==> src/fqsq_pkg.sv <==
`default_nettype none
// ----------------------------------------------------------------------------
// fqsq_pkg
// Types and constants shared by the FIFO queue with scan queries.
// ----------------------------------------------------------------------------
package fqsq_pkg;

  localparam int DEPTH_DEF = 16;
  localparam int DATA_W    = 32;
  localparam int KIND_W    = 3;
  localparam int TALLY_W   = 5;
  localparam int STATUS_W  = 2;

  localparam logic [KIND_W-1:0] KIND_PUSH    = 3'd0;
  localparam logic [KIND_W-1:0] KIND_POP     = 3'd1;
  localparam logic [KIND_W-1:0] KIND_GREATER = 3'd2;
  localparam logic [KIND_W-1:0] KIND_EVEN    = 3'd3;
  localparam logic [KIND_W-1:0] KIND_REVERSE = 3'd4;

  localparam logic [STATUS_W-1:0] ST_OK    = 2'd0;
  localparam logic [STATUS_W-1:0] ST_EMPTY = 2'd1;
  localparam logic [STATUS_W-1:0] ST_FULL  = 2'd2;

  typedef struct packed {
    logic [KIND_W-1:0]        kind;
    logic signed [DATA_W-1:0] value;
  } in_t;

  typedef struct packed {
    logic signed [DATA_W-1:0] data_out;
    logic [TALLY_W-1:0]       tally;
    logic [STATUS_W-1:0]      status;
  } out_t;

  typedef struct packed {
    logic clr;
    logic en;
    logic gt;
  } scan_ctl_t;

  typedef enum logic [2:0] {
    S_IDLE,
    S_EXEC,
    S_POP_RD,
    S_SCAN,
    S_DONE
  } state_t;

endpackage
`default_nettype wire

==> src/fqsq_ram.sv <==
`default_nettype none
// ----------------------------------------------------------------------------
// fqsq_ram
// Generic single-write, single-read RAM with registered read data.
// ----------------------------------------------------------------------------
module fqsq_ram #(
  parameter int WIDTH = 32,
  parameter int DEPTH = 16
) (
  input  wire logic                     clk,
  input  wire logic                     we,
  input  wire logic [$clog2(DEPTH)-1:0] waddr,
  input  wire logic [WIDTH-1:0]         wdata,
  input  wire logic [$clog2(DEPTH)-1:0] raddr,
  output logic      [WIDTH-1:0]         rdata
);

  logic [WIDTH-1:0] mem [DEPTH];

  always_ff @(posedge clk) begin
    if (we) begin
      mem[waddr] <= wdata;
    end
    rdata <= mem[raddr];
  end

endmodule
`default_nettype wire

==> src/fqsq_scan.sv <==
`default_nettype none
// ----------------------------------------------------------------------------
// fqsq_scan
// Shared compare unit and hit counter for the count queries.
// ----------------------------------------------------------------------------
module fqsq_scan #(
  parameter int DEPTH = fqsq_pkg::DEPTH_DEF
) (
  input  wire logic                          clk,
  input  wire fqsq_pkg::scan_ctl_t           ctl,
  input  wire logic [fqsq_pkg::DATA_W-1:0]   thr,
  input  wire logic [fqsq_pkg::DATA_W-1:0]   data,
  output logic      [$clog2(DEPTH+1)-1:0]    count
);
  import fqsq_pkg::*;

  localparam int CW = $clog2(DEPTH + 1);

  logic          hit;
  logic [CW-1:0] count_r;
  logic [CW-1:0] count_nxt;

  always_comb begin
    if (ctl.gt) begin
      hit = $signed(data) > $signed(thr);
    end else begin
      hit = ~data[0];
    end
  end

  always_comb begin
    count_nxt = count_r;
    if (ctl.clr) begin
      count_nxt = '0;
    end else if (ctl.en && hit) begin
      count_nxt = count_r + CW'(1);
    end
  end

  always_ff @(posedge clk) begin
    count_r <= count_nxt;
  end

  assign count = count_r;

endmodule
`default_nettype wire

==> src/fqsq_ctrl.sv <==
`default_nettype none
// ----------------------------------------------------------------------------
// fqsq_ctrl
// Request sequencer: pointers, occupancy, store access and scan stepping.
// ----------------------------------------------------------------------------
module fqsq_ctrl #(
  parameter int DEPTH = fqsq_pkg::DEPTH_DEF
) (
  input  wire logic                          clk,
  input  wire logic                          rst_n,
  input  wire logic                          in_valid,
  output logic                               in_stall,
  input  wire fqsq_pkg::in_t                 in_data,
  input  wire logic                          res_free,
  output logic                               res_valid,
  output fqsq_pkg::out_t                     res,
  output logic                               ram_we,
  output logic [$clog2(DEPTH)-1:0]           ram_waddr,
  output logic [fqsq_pkg::DATA_W-1:0]        ram_wdata,
  output logic [$clog2(DEPTH)-1:0]           ram_raddr,
  input  wire logic [fqsq_pkg::DATA_W-1:0]   ram_rdata,
  output fqsq_pkg::scan_ctl_t                scan_ctl,
  output logic [fqsq_pkg::DATA_W-1:0]        scan_thr,
  input  wire logic [$clog2(DEPTH+1)-1:0]    scan_count
);
  import fqsq_pkg::*;

  localparam int PW = $clog2(DEPTH);
  localparam int CW = $clog2(DEPTH + 1);

  function automatic logic [PW-1:0] slot_add(input logic [PW-1:0] base,
                                             input logic [CW-1:0] off);
    logic [CW:0] sum;
    sum = (CW+1)'(base) + (CW+1)'(off);
    if (sum >= (CW+1)'(DEPTH)) begin
      sum = sum - (CW+1)'(DEPTH);
    end
    return sum[PW-1:0];
  endfunction

  state_t                  state_r, state_nxt;
  logic [KIND_W-1:0]       kind_r, kind_nxt;
  logic [DATA_W-1:0]       value_r, value_nxt;
  logic [PW-1:0]           head_r, head_nxt;
  logic [CW-1:0]           occ_r, occ_nxt;
  logic                    rev_r, rev_nxt;
  logic [CW-1:0]           idx_r, idx_nxt;
  logic                    rd_pend_r, rd_pend_nxt;
  logic [DATA_W-1:0]       data_r, data_nxt;
  logic [STATUS_W-1:0]     status_r, status_nxt;

  logic is_full;
  logic is_empty;
  logic is_count;
  logic scan_issue;

  assign is_full    = (occ_r == CW'(DEPTH));
  assign is_empty   = (occ_r == '0);
  assign is_count   = (kind_r == KIND_GREATER) || (kind_r == KIND_EVEN);
  assign scan_issue = (state_r == S_SCAN) && (idx_r != occ_r);

  // next state
  always_comb begin
    state_nxt = state_r;
    case (state_r)
      S_IDLE: begin
        if (in_valid) begin
          state_nxt = S_EXEC;
        end
      end
      S_EXEC: begin
        case (kind_r)
          KIND_POP:     state_nxt = is_empty ? S_DONE : S_POP_RD;
          KIND_GREATER: state_nxt = S_SCAN;
          KIND_EVEN:    state_nxt = S_SCAN;
          default:      state_nxt = S_DONE;
        endcase
      end
      S_POP_RD: state_nxt = S_DONE;
      S_SCAN: begin
        if ((idx_r == occ_r) && !rd_pend_r) begin
          state_nxt = S_DONE;
        end
      end
      S_DONE: begin
        if (res_free) begin
          state_nxt = S_IDLE;
        end
      end
      default: state_nxt = S_IDLE;
    endcase
  end

  // outputs
  always_comb begin
    in_stall     = (state_r != S_IDLE);
    res_valid    = (state_r == S_DONE);
    ram_we       = 1'b0;
    ram_waddr    = rev_r ? slot_add(head_r, CW'(DEPTH - 1)) : slot_add(head_r, occ_r);
    ram_wdata    = value_r;
    ram_raddr    = slot_add(head_r, idx_r);
    scan_ctl.clr = (state_r == S_EXEC);
    scan_ctl.en  = (state_r == S_SCAN) && rd_pend_r;
    scan_ctl.gt  = (kind_r == KIND_GREATER);
    scan_thr     = value_r;
    if (state_r == S_EXEC) begin
      case (kind_r)
        KIND_PUSH: ram_we = !is_full;
        KIND_POP:  ram_raddr = rev_r ? slot_add(head_r, occ_r - CW'(1)) : head_r;
        default:   ram_we = 1'b0;
      endcase
    end
    res.data_out = data_r;
    res.tally    = is_count ? TALLY_W'(scan_count) : TALLY_W'(occ_r);
    res.status   = status_r;
  end

  // datapath
  always_comb begin
    kind_nxt    = kind_r;
    value_nxt   = value_r;
    head_nxt    = head_r;
    occ_nxt     = occ_r;
    rev_nxt     = rev_r;
    idx_nxt     = idx_r;
    rd_pend_nxt = 1'b0;
    data_nxt    = data_r;
    status_nxt  = status_r;
    case (state_r)
      S_IDLE: begin
        if (in_valid) begin
          kind_nxt   = in_data.kind;
          value_nxt  = in_data.value;
          idx_nxt    = '0;
          data_nxt   = '0;
          status_nxt = ST_OK;
        end
      end
      S_EXEC: begin
        case (kind_r)
          KIND_PUSH: begin
            if (is_full) begin
              status_nxt = ST_FULL;
            end else begin
              occ_nxt = occ_r + CW'(1);
              if (rev_r) begin
                head_nxt = slot_add(head_r, CW'(DEPTH - 1));
              end
            end
          end
          KIND_POP: begin
            if (is_empty) begin
              status_nxt = ST_EMPTY;
            end else begin
              occ_nxt = occ_r - CW'(1);
              if (!rev_r) begin
                head_nxt = slot_add(head_r, CW'(1));
              end
            end
          end
          KIND_REVERSE: rev_nxt = ~rev_r;
          default: rev_nxt = rev_r;
        endcase
      end
      S_POP_RD: data_nxt = ram_rdata;
      S_SCAN: begin
        if (scan_issue) begin
          idx_nxt     = idx_r + CW'(1);
          rd_pend_nxt = 1'b1;
        end
      end
      default: rd_pend_nxt = 1'b0;
    endcase
  end

  always_ff @(posedge clk) begin
    if (!rst_n) begin
      state_r   <= S_IDLE;
      head_r    <= '0;
      occ_r     <= '0;
      rev_r     <= 1'b0;
      rd_pend_r <= 1'b0;
    end else begin
      state_r   <= state_nxt;
      head_r    <= head_nxt;
      occ_r     <= occ_nxt;
      rev_r     <= rev_nxt;
      rd_pend_r <= rd_pend_nxt;
    end
    kind_r   <= kind_nxt;
    value_r  <= value_nxt;
    idx_r    <= idx_nxt;
    data_r   <= data_nxt;
    status_r <= status_nxt;
  end

endmodule
`default_nettype wire

==> src/fifo_queue_with_scan_queries_top.sv <==
`default_nettype none
// ----------------------------------------------------------------------------
// fifo_queue_with_scan_queries_top
// Bounded FIFO queue of signed words with push, pop, reverse and count scans.
// Push, reverse, unknown kinds and failed pop go from EXEC straight to DONE;
// a successful pop also reads the store in POP_RD; count queries step through
// every stored entry in SCAN before DONE.
// Throughput: one request at a time, the next transfer is taken only after the
// result is loaded; count scans read one stored entry per cycle.
// Reset (rst_n, synchronous): queue empty, normal order, no result pending.
// ----------------------------------------------------------------------------
module fifo_queue_with_scan_queries_top #(
  parameter int DEPTH = fqsq_pkg::DEPTH_DEF
) (
  input  wire logic           clk,
  input  wire logic           rst_n,
  input  wire logic           in_valid,
  output logic                in_stall,
  input  wire fqsq_pkg::in_t  in_data,
  output logic                out_valid,
  input  wire logic           out_stall,
  output fqsq_pkg::out_t      out_data
);
  import fqsq_pkg::*;

  localparam int PW = $clog2(DEPTH);
  localparam int CW = $clog2(DEPTH + 1);

  logic              res_free;
  logic              res_valid;
  out_t              res;
  logic              ram_we;
  logic [PW-1:0]     ram_waddr;
  logic [DATA_W-1:0] ram_wdata;
  logic [PW-1:0]     ram_raddr;
  logic [DATA_W-1:0] ram_rdata;
  scan_ctl_t         scan_ctl;
  logic [DATA_W-1:0] scan_thr;
  logic [CW-1:0]     scan_count;

  logic out_valid_r, out_valid_nxt;
  out_t out_data_r, out_data_nxt;

  fqsq_ctrl #(.DEPTH(DEPTH)) u_ctrl (
    .clk        (clk),
    .rst_n      (rst_n),
    .in_valid   (in_valid),
    .in_stall   (in_stall),
    .in_data    (in_data),
    .res_free   (res_free),
    .res_valid  (res_valid),
    .res        (res),
    .ram_we     (ram_we),
    .ram_waddr  (ram_waddr),
    .ram_wdata  (ram_wdata),
    .ram_raddr  (ram_raddr),
    .ram_rdata  (ram_rdata),
    .scan_ctl   (scan_ctl),
    .scan_thr   (scan_thr),
    .scan_count (scan_count)
  );

  fqsq_ram #(.WIDTH(DATA_W), .DEPTH(DEPTH)) u_ram (
    .clk   (clk),
    .we    (ram_we),
    .waddr (ram_waddr),
    .wdata (ram_wdata),
    .raddr (ram_raddr),
    .rdata (ram_rdata)
  );

  fqsq_scan #(.DEPTH(DEPTH)) u_scan (
    .clk   (clk),
    .ctl   (scan_ctl),
    .thr   (scan_thr),
    .data  (ram_rdata),
    .count (scan_count)
  );

  // result register
  assign res_free = !out_valid_r || !out_stall;

  always_comb begin
    out_valid_nxt = out_valid_r;
    out_data_nxt  = out_data_r;
    if (res_valid && res_free) begin
      out_valid_nxt = 1'b1;
      out_data_nxt  = res;
    end else if (!out_stall) begin
      out_valid_nxt = 1'b0;
    end
  end

  always_ff @(posedge clk) begin
    if (!rst_n) begin
      out_valid_r <= 1'b0;
    end else begin
      out_valid_r <= out_valid_nxt;
    end
    out_data_r <= out_data_nxt;
  end

  assign out_valid = out_valid_r;
  assign out_data  = out_data_r;

endmodule
`default_nettype wire
==> config.mk <==
export PLATFORM = sky130hd
export DESIGN_NAME = fifo_queue_with_scan_queries_top
export DESIGN_NICKNAME = d
export VERILOG_FILES = /design/src/fqsq_pkg.sv /design/src/fqsq_ram.sv /design/src/fqsq_scan.sv /design/src/fqsq_ctrl.sv /design/src/fifo_queue_with_scan_queries_top.sv
export SDC_FILE = /design/constraint.sdc
export NUM_CORES = 1
export LEC_CHECK = 0
export BUFFER_PORTS_ARGS = -buffer_cell sky130_fd_sc_hd__buf_4
export CORE_ASPECT_RATIO = 1.75
export CORE_UTILIZATION = 50
export CTS_CLUSTER_SIZE = 28
export DETAILED_ROUTE_END_ITERATION = 6
export GPL_TIMING_DRIVEN = 1
export PLACE_DENSITY = 0.71
export SLEW_MARGIN = 20
export SYNTH_ARGS = -nofsm -noshare
export SYNTH_HDL_FRONTEND = slang
export SYNTH_HIERARCHICAL = 1
export SYNTH_SLANG_ARGS = --single-unit
==> constraint.sdc <==
create_clock -name clk -period 11.55 [get_ports clk]
set_input_delay 1.155 -clock clk [delete_from_list [all_inputs] [get_ports clk]]
set_output_delay 1.155 -clock clk [all_outputs]
set_load 0.03 [all_outputs]
==> qor.json <==
{
  "floorplanning": {
    "starting_density_of_the_core_pct": 50.58,
    "fp.dieW_um": 176.0,
    "num_io_pins": 80,
    "die-height_um": 306.5,
    "floorplan.die_area_um2": 53930,
    "num_rows": 111,
    "fp.coreArea_um2": 52360
  },
  "grt": {
    "grt_antenna_before_repair": 0,
    "grt_pass1_wl_mm": 83.92,
    "largest_net_degree_at_the_start_of_global_routing": 103,
    "first_global_vias": 13420,
    "grt_util_all_layers_pct": 21.60,
    "globalRoute.totalOverflow": 0
  },
  "placement": {
    "gp_congestion": 0.8193,
    "io_buffer_count": 79,
    "detailed_place_hpwl_mm": 30.47
  },
  "sta": {
    "fin_crit_ns": 4.394,
    "max_clock_freq_mhz": 227.6,
    "holdWs_ns": 0.4190,
    "finalSetupViolations": 0,
    "grt_setup_unrepaired": "no",
    "timing.clock.skew_ns": 0.01578,
    "timing.final.hold_violations": 0,
    "timing.final.max_slew_violations": 0,
    "transition_time_of_the_tightest_slew_check_pin_ns": 1.086,
    "final.setup.tns_ns": 0,
    "final_min_period_over_clock_period_pct": 38.04,
    "timing.slew.headroom_pct": 27.57
  },
  "clock_tree": {
    "cts.reportedPaths.clkPinSlew_ns": 0.07,
    "clk_latency_ns": 0.60,
    "ctsLongestPathBuffers": 3,
    "cts_setup_buffers": 0,
    "clock_sinks": 677,
    "cts_htree_levels": 2,
    "cts_tree": "built",
    "cts-hold-fix-buffers": 0,
    "cts_inserted_buffers": 57,
    "cts_repair_resize_count": 0,
    "root_buffer": "sky130_fd_sc_hd__clkbuf_16"
  },
  "drt": {
    "met3WireLength_mm": 3.558,
    "via_count": 12960,
    "post_drt_wl_per_cell_um": 25.87,
    "route.antenna.remaining_nets": 0,
    "detail_route.iter0.violations": 1153,
    "total_wirelength_of_the_detailed_routed_design_mm": 56.44,
    "drtPass1Iterations": 7,
    "wl_met2_mm": 30.09,
    "maxUsedRoutingLayer": "met4",
    "post-route-drc-count": 0,
    "vias_per_cell": 5.939,
    "drt-met1-wl_mm": 20.83
  },
  "logic_synthesis": {
    "synth-seq-cells": 677,
    "yosysSeqAreaShare_pct": 74.80,
    "synth_edf_count": 625,
    "synthDominantCellAreaShare_pct": 70.87,
    "synth_cells": 1379,
    "post_synth_num_cell_types": 63,
    "avgSynthCellArea_um2": 19.20,
    "synthesis.area_um2": 26480,
    "syn_nets": 1469,
    "synth.yosys.warnings": 6,
    "ys_top_cells_by_area": "sky130_fd_sc_hd__edfxtp_1 (71%), sky130_fd_sc_hd__mux4_2 (11%), sky130_fd_sc_hd__dfxtp_1 (3.9%)",
    "postSynth.topFlopCell": "sky130_fd_sc_hd__edfxtp_1",
    "synth-async-reset-ratio_pct": 0,
    "synth_largest_area_cell": "sky130_fd_sc_hd__edfxtp_1"
  },
  "power": {
    "power.density_nw_per_um2": 201.7,
    "maximum_ir_drop_on_the_vdd_rail_uv": 109.7,
    "leakage_uw": 0.009944,
    "total_power_uw": 6002
  },
  "cells_and_area": {
    "area_delta_synth_final_pct": 12.37,
    "multi_input_area_um2": 6150,
    "design.final.nets": 1546,
    "area.sequential_um2": 19810,
    "final.fill_count": 3832,
    "antenna_cells": 0,
    "drive_above_1_share_pct": 24.80
  },
  "critical_path": {
    "criticalPathCategory": "reg -> reg",
    "start_kind": "flip-flop",
    "required_ns": 12.04,
    "critical_path_peak_fanout": 72,
    "endpoint_kind": "flip-flop",
    "cp.arrival_ns": 4.88
  },
  "hold_path": {
    "worst_hold_path_type": "reg -> reg"
  },
  "status": {
    "run_status": "finished, final reports clean"
  },
  "run": {
    "drv.max_cap_violation_count": 0
  }
}
through the flow:
step,area (um^2),util (%),instances,setup WS (ns)
global placement,27800,53.09,2075,7.282
finish,29760,56.84,2182,7.156
detailed placement,27800,53.09,2075,7.149
global route,29760,56.84,2182,6.885
floorplan,26480,-,1379,6.749
CTS,29760,56.83,2182,7.134
flip-flops by register name, summed over array words and instances (netlist names):
register	count
u_ram/rdata	32
u_ctrl/status_r	2
u_ctrl/kind_r	3
out_valid	1
u_ram/mem	512
u_ctrl/head_r	4
u_ctrl/state_r	3
u_ctrl/ram_wdata	32
out_data	39
u_ctrl/occ_r	5
u_ctrl/rev_r	1
u_ctrl/idx_r	5
u_ctrl/data_r	32
u_ctrl/rd_pend_r	1
u_scan/count	5
report_power, final:
part	switching, uW	leakage (uW)	internal [uW]	total [uW]
sequential	155	0.00611	2920	3070
combinational	544	0.00290	413	958
clock	872	0.000938	1100	1970
layout by cell type, fill, tap and decap left out, types with 4 or more instances in the layout:
| cell type | Yosys | final |
|---|---|---|
| sky130_fd_sc_hd__a21o_1 | 7 | 7 |
| sky130_fd_sc_hd__a21oi_1 | 22 | 21 |
| sky130_fd_sc_hd__a22oi_1 | 64 | 64 |
| sky130_fd_sc_hd__and2_1 | 42 | 41 |
| sky130_fd_sc_hd__buf_4 | 43 | 106 |
| sky130_fd_sc_hd__bufinv_16 | 0 | 5 |
| sky130_fd_sc_hd__clkbuf_1 | 25 | 10 |
| sky130_fd_sc_hd__clkbuf_16 | 0 | 57 |
| sky130_fd_sc_hd__clkbuf_8 | 0 | 10 |
| sky130_fd_sc_hd__clkinv_2 | 0 | 4 |
| sky130_fd_sc_hd__clkinv_4 | 0 | 6 |
| sky130_fd_sc_hd__clkinvlp_4 | 0 | 7 |
| sky130_fd_sc_hd__dfxtp_1 | 52 | 52 |
| sky130_fd_sc_hd__edfxtp_1 | 625 | 625 |
| sky130_fd_sc_hd__ha_1 | 48 | 48 |
| sky130_fd_sc_hd__inv_1 | 47 | 46 |
| sky130_fd_sc_hd__inv_6 | 0 | 4 |
| sky130_fd_sc_hd__mux2i_1 | 10 | 9 |
| sky130_fd_sc_hd__mux4_2 | 128 | 128 |
| sky130_fd_sc_hd__nand2_1 | 62 | 62 |
| sky130_fd_sc_hd__nand2b_1 | 4 | 4 |
| sky130_fd_sc_hd__nand3_1 | 14 | 14 |
| sky130_fd_sc_hd__nand3b_1 | 5 | 5 |
| sky130_fd_sc_hd__nand4_1 | 8 | 8 |
| sky130_fd_sc_hd__nor2_1 | 38 | 25 |
| sky130_fd_sc_hd__nor2_4 | 0 | 13 |
| sky130_fd_sc_hd__nor2b_1 | 12 | 10 |
| sky130_fd_sc_hd__nor3_1 | 14 | 10 |
| sky130_fd_sc_hd__nor3_2 | 0 | 4 |
| sky130_fd_sc_hd__o21ai_0 | 10 | 10 |
| sky130_fd_sc_hd__xnor2_1 | 15 | 15 |
| sky130_fd_sc_hd__xor2_1 | 11 | 11 |
path summary, 6_finish.rpt:
check / start / end / slack (ns) / cells after the start
worst max-delay path: u_ctrl/occ_r[0] / u_ram/rdata[5] / 7.16 / 11
worst max register to register: u_ctrl/occ_r[0] / u_ram/rdata[5] / 7.16 / 11
worst min register to register: u_ctrl/data_r[21] / out_data[28] / 0.42 / 0
worst min-delay path: u_ctrl/data_r[21] / out_data[28] / 0.42 / 0
routing by layer:
layer	up-vias	GRT usage, %
li1	5591	-
met1	6764	26.70
met2	502	38.18
met3	102	2.703
met4	0	8.918
met5	-	0
kinds of logic (layout without fill, tap and decap cells):
family / after synthesis / in the layout / synth area share [%]
DFF: 677 / 677 / 74.80
AOI/OAI and AO/OA: 128 / 128 / 3.534
buffers and inverters: 136 / 261 / 2.603
muxes: 141 / 141 / 11.39
xor gates and xnor gates: 26 / 26 / 0.8599
adders and majority gates: 51 / 51 / 2.495
and+or+nand+nor: 220 / 220 / 4.318
worst max-delay path: stages (launching register included):
cell                      delay [ns]
sky130_fd_sc_hd__dfxtp_1        0.51
sky130_fd_sc_hd__inv_1          0.17
sky130_fd_sc_hd__ha_1           0.34
sky130_fd_sc_hd__inv_1          0.07
sky130_fd_sc_hd__fa_1           0.51
sky130_fd_sc_hd__mux2i_1        0.11
sky130_fd_sc_hd__mux2i_4        0.17
sky130_fd_sc_hd__buf_4          0.66
sky130_fd_sc_hd__buf_4          0.92
sky130_fd_sc_hd__mux4_2         0.42
sky130_fd_sc_hd__a22oi_1        0.23
sky130_fd_sc_hd__nand2_1        0.09
cells in the mapped netlist (12+ instances only):
cell type	number
sky130_fd_sc_hd__buf_1	12
sky130_fd_sc_hd__xnor2_1	15
sky130_fd_sc_hd__a22oi_1	64
sky130_fd_sc_hd__clkbuf_1	25
sky130_fd_sc_hd__buf_4	43
sky130_fd_sc_hd__mux4_2	128
sky130_fd_sc_hd__inv_1	47
sky130_fd_sc_hd__edfxtp_1	625
sky130_fd_sc_hd__dfxtp_1	52
sky130_fd_sc_hd__nand2_1	62
sky130_fd_sc_hd__and2_1	42
sky130_fd_sc_hd__nor2_1	38
sky130_fd_sc_hd__nor2b_1	12
sky130_fd_sc_hd__a21oi_1	22
sky130_fd_sc_hd__nand3_1	14
sky130_fd_sc_hd__ha_1	48
sky130_fd_sc_hd__nor3_1	14
area by class of cell:
cell class | count | area share (%)
multi-input combinational | 566 | 20.67
tap | 678 | 2.851
inverter | 47 | 0.5928
timing repair buffer | 107 | 2.741
clock inverter | 30 | 1.202
clock buffer | 77 | 5.382
sequential | 677 | 66.57
Note: power is estimated with default switching activity, not from simulation.
